===== src/hdl/olrb_pkg.sv =====
// Shared types and operation codes for the overwriting log ring buffer.
`default_nettype none

package olrb_pkg;

  typedef enum logic [1:0] {
    MODE_APPEND = 2'd0,
    MODE_READ   = 2'd1,
    MODE_REWIND = 2'd2,
    MODE_POP    = 2'd3
  } mode_t;

  // Control from the pointer unit to the byte store and the result stage.
  typedef struct packed {
    logic wr_en;
    logic rd_en;
    logic dropped;
  } mem_ctl_t;

endpackage

`default_nettype wire


===== src/hdl/olrb_ptr.sv =====
// Pointer unit: write, oldest and cursor pointers and the store access per word.
`default_nettype none

module olrb_ptr #(
  parameter int DEPTH = 1024,
  parameter int AW    = 10
) (
  input  wire logic              clk,
  input  wire logic              rst,
  input  wire logic              accept,
  input  wire logic [1:0]        mode,
  output logic      [AW-1:0]     addr,
  output olrb_pkg::mem_ctl_t     ctl
);

  import olrb_pkg::*;

  localparam logic [AW-1:0] LAST = AW'(DEPTH - 1);

  logic [AW-1:0] write_pos, oldest_pos, cursor_pos;
  logic [AW-1:0] write_pos_next, oldest_pos_next, cursor_pos_next;
  logic [AW-1:0] write_inc, oldest_inc, cursor_inc;
  logic          full;

  function automatic logic [AW-1:0] ring_next(input logic [AW-1:0] p);
    ring_next = (p == LAST) ? '0 : p + AW'(1);
  endfunction

  assign write_inc  = ring_next(write_pos);
  assign oldest_inc = ring_next(oldest_pos);
  assign cursor_inc = ring_next(cursor_pos);
  assign full       = (write_inc == oldest_pos);

  always_comb begin
    write_pos_next  = write_pos;
    oldest_pos_next = oldest_pos;
    cursor_pos_next = cursor_pos;
    addr            = write_pos;
    ctl             = '0;
    if (accept) begin
      case (mode_t'(mode))
        MODE_APPEND: begin
          // A full ring drops its oldest byte; a cursor parked on it follows.
          if (full) begin
            oldest_pos_next = oldest_inc;
            ctl.dropped     = 1'b1;
            if (cursor_pos == oldest_pos) begin
              cursor_pos_next = oldest_inc;
            end
          end
          ctl.wr_en      = 1'b1;
          addr           = write_pos;
          write_pos_next = write_inc;
        end
        MODE_READ: begin
          addr = cursor_pos;
          if (cursor_pos != write_pos) begin
            ctl.rd_en       = 1'b1;
            cursor_pos_next = cursor_inc;
          end
        end
        MODE_REWIND: begin
          cursor_pos_next = oldest_pos;
        end
        MODE_POP: begin
          addr = oldest_pos;
          if (oldest_pos != write_pos) begin
            ctl.rd_en       = 1'b1;
            oldest_pos_next = oldest_inc;
          end
        end
        default: begin
          ctl = '0;
        end
      endcase
    end
  end

  always_ff @(posedge clk) begin
    if (rst) begin
      write_pos  <= '0;
      oldest_pos <= '0;
      cursor_pos <= '0;
    end else begin
      write_pos  <= write_pos_next;
      oldest_pos <= oldest_pos_next;
      cursor_pos <= cursor_pos_next;
    end
  end

endmodule

`default_nettype wire


===== config.mk =====
export PLATFORM = sky130hd
export DESIGN_NAME = olrb_ptr
export DESIGN_NICKNAME = d
export VERILOG_FILES = /design/src/hdl/olrb_pkg.sv /design/src/hdl/olrb_ptr.sv
export SDC_FILE = /design/constraint.sdc
export NUM_CORES = 1
export LEC_CHECK = 0
export ABC_AREA = 1
export ABC_CLOCK_PERIOD_IN_PS = 2200
export CAP_MARGIN = 20
export CORE_MARGIN = 2
export CORE_UTILIZATION = 65
export DETAILED_ROUTE_END_ITERATION = 10
export DONT_BUFFER_PORTS = 1
export HOLD_SLACK_MARGIN = 0.15
export PLACE_DENSITY = 0.92
export SLEW_MARGIN = 25
export SYNTH_ARGS = -nofsm -noshare
export SYNTH_HDL_FRONTEND = slang
export SYNTH_SLANG_ARGS = --single-unit

===== constraint.sdc =====
create_clock -name clk -period 2.2 [get_ports clk]
set_input_delay 0.22 -clock clk [delete_from_list [all_inputs] [get_ports clk]]
set_output_delay 0.22 -clock clk [all_outputs]
set_load 0.01 [all_outputs]

==> results.ini <==
[clocking]
cts-buffers-inserted = 5
clock-root-buffer = clkbuf_8
clk_latency_ns = 0.29
tritoncts = yes
clockBufferDepth = 2
path_clk_slew_ns = 0.07
ctsHoldBuffers = 0
htreeDepth = 2
clock_sinks = 30

[drt]
wl_met1_um = 3360
drc = 0
final_antenna_net_count = 0
vias = 3486
met3_length_um = 1110
met2WireLength_um = 4040
wl_um = 9050
drtPass1Iterations = 6
dr.max_layer_used = met4
drt-wirelength-per-cell_um = 16.2
vias_per_cell = 6.26
drtIter0Drc = 400

[timing]
rsz0062_at_grt = true
whs_ns = 0.353
drv_slew = 0
timing.final.crit_share_pct = 98.2
fin_worst_skew_ns = 0.00822
fmax_mhz = 463
relSlewSlack_pct = 59.1
setup_viol = 0
timing_hold_violations_final = 0
fin_crit_ns = 2.16
worstMarginPinSlew_ns = 0.612

[power]
p_leak_nw = 1.45
power_density_nw_per_um2 = 568
ir_worst_vdd_uv = 456
power_mw = 1.82

[min_path]
min_path_type = in -> reg
hp-start = rst
min_to = oldest_pos[4]
hold_depth = 3

[outcome]
status = finished, final reports clean

[critical_path]
worstPathArrival_ns = 1.94
r2r_start = write_pos[1]
r2r_end = cursor_pos[3]
criticalPathCategory = reg -> out
worstPathRequired_ns = 1.98
worst-r2r-cell-count = 15
critPathMaxFanout = 5
regToRegSetupSlack_ns = 0.07
end_kind = output pin
worstSetupStartpointType = flip-flop

[logic_synthesis]
synth_flop_cell = dfxtp_1
synth_edf_count = 0
yosysWarnings = 0
async_flop_share_pct = 0
ys_types = 32
synth.ff_latch_count = 30
yosysSeqAreaShare_pct = 21.1
synth_nets = 503
synthesis.area_sq_um = 2840
syn_inst = 491
avgSynthCellArea_sq_um = 5.79

[layout]
layout-drive-gt1-share_pct = 14.9
fin_cells = 557
diodes = 0
layout_common_cells = 120 x nand2_1, 55 x nand3_1, 53 x nor2_1
synthToLayoutAreaGrowth_pct = 12.9
final_nets = 516
mostFrequentLayoutCell = nand2_1

[die]
coreArea_sq_um = 4290
dieHeight_um = 70.1
io_pins = 18
die_x_um = 70.1
initial_core_util_pct = 66.2
rows = 24
die-area_sq_um = 4920

[global_route]
track_usage_pct = 36.6
antenna_found_initial = 0
grt_pass1_wl_um = 14400
grt_pass1_vias = 3190
overflow = 0
grt_max_degree = 18

[place]
place.gp.congestion = 1.06
place_inst = 544
io_buffers = 0
post-dp-hpwl_um = 6650

[flow_run]
drv_cap = 0

-- registers in the layout (all words and copies together), names as in the netlist --
signal      cells
cursor_pos     10
oldest_pos     10
write_pos      10
-- cell usage after synthesis (10+ instances only) --
| cell | n | area [sq um] |
|---|---|---|
| nor2_1 | 58 | 218 |
| nand3_1 | 56 | 280 |
| nand4_1 | 10 | 62.6 |
| nand2_1 | 124 | 465 |
| o221ai_1 | 10 | 87.6 |
| inv_1 | 51 | 191 |
| a21oi_1 | 36 | 180 |
| dfxtp_1 | 30 | 601 |
| o21ai_0 | 29 | 145 |
| xor2_1 | 11 | 96.3 |
| clkbuf_1 | 16 | 60.1 |
-- per-layer routing --
| metal | GRT usage [%] | up-vias |
|---|---|---|
| li1 | - | 1644 |
| met1 | 46.0 | 1508 |
| met2 | 57.5 | 259 |
| met3 | 7.79 | 75 |
| met4 | 21.8 | 0 |
| met5 | 0 | - |
-- where the power goes --
| group | total, mW | internal, mW | switching [mW] |
|---|---|---|---|
| registers | 0.661 | 0.587 | 0.0738 |
| logic | 0.602 | 0.237 | 0.365 |
| clock network | 0.560 | 0.339 | 0.222 |
-- how the worst max path moves through the flow --
stage,to,depth (start not counted),start,slack [ns]
after floorplan,cursor_pos[0],15,write_pos[1],0.32
after global placement,cursor_pos[3],15,write_pos[1],-0.04
after detailed placement,cursor_pos[3],15,write_pos[1],-0.05
after CTS,cursor_pos[2],9,write_pos[8],0.009
after global routing,ctl[0],11,write_pos[1],-0.05
final,ctl[0],11,write_pos[1],0.04
-- kinds of logic (layout without fill, tap and decap cells) --
kind of cell,after synthesis,count (layout),synth area share (%)
XOR/XNOR,17,17,5.24
AO/OA/AOI/OAI,88,88,17.5
flip-flops,30,30,21.1
AND/OR/NAND/NOR,263,264,40.2
adder cells (fa/ha/maj),7,7,3.08
buffers and inverters,86,99,12.8
-- through the flow --
step	setup TNS (ns)	setup WS, ns	utilization (%)	instance area (sq um)
final	0	0.0386	74.7	3210
after global routing	-0.132	-0.0504	74.7	3210
after CTS	0	0.00880	73.4	3150
after detailed placement	-0.163	-0.0545	70.1	3010
after global placement	-0.125	-0.0426	70.1	3010
after floorplan	0	0.323	-	2840
-- layout make-up --
class                           instances  area [sq um]
Tap cell                               52          65.1
Clock buffer                            7          76.3
Clock inverter                          1          30.0
Fill cell                             363          1090
Multi-Input combinational cell        376          1930
Sequential cell                        30           611
Inverter                               53           199
Timing Repair Buffer                   38           298
-- critical path, stage by stage, from the launching register on --
cell,delay (ns)
dfxtp_2,0.36
ha_2,0.19
nand2_2,0.10
nor2_4,0.18
nand3_4,0.13
nand3_1,0.13
nand2_1,0.06
nand2_1,0.06
nand2_1,0.07
nor2_2,0.14
nand2_2,0.11
nor2_4,0.14
-- repair_timing --
action | 4_1_cts | 5_1_grt
cloned | 0 | 1
endpoints found under the setup margin | 9 | 21
resized for setup | 5 | 17
buffers inserted | 3 | 1
pin swaps | 3 | 5
(Power assumes the default switching activity.)
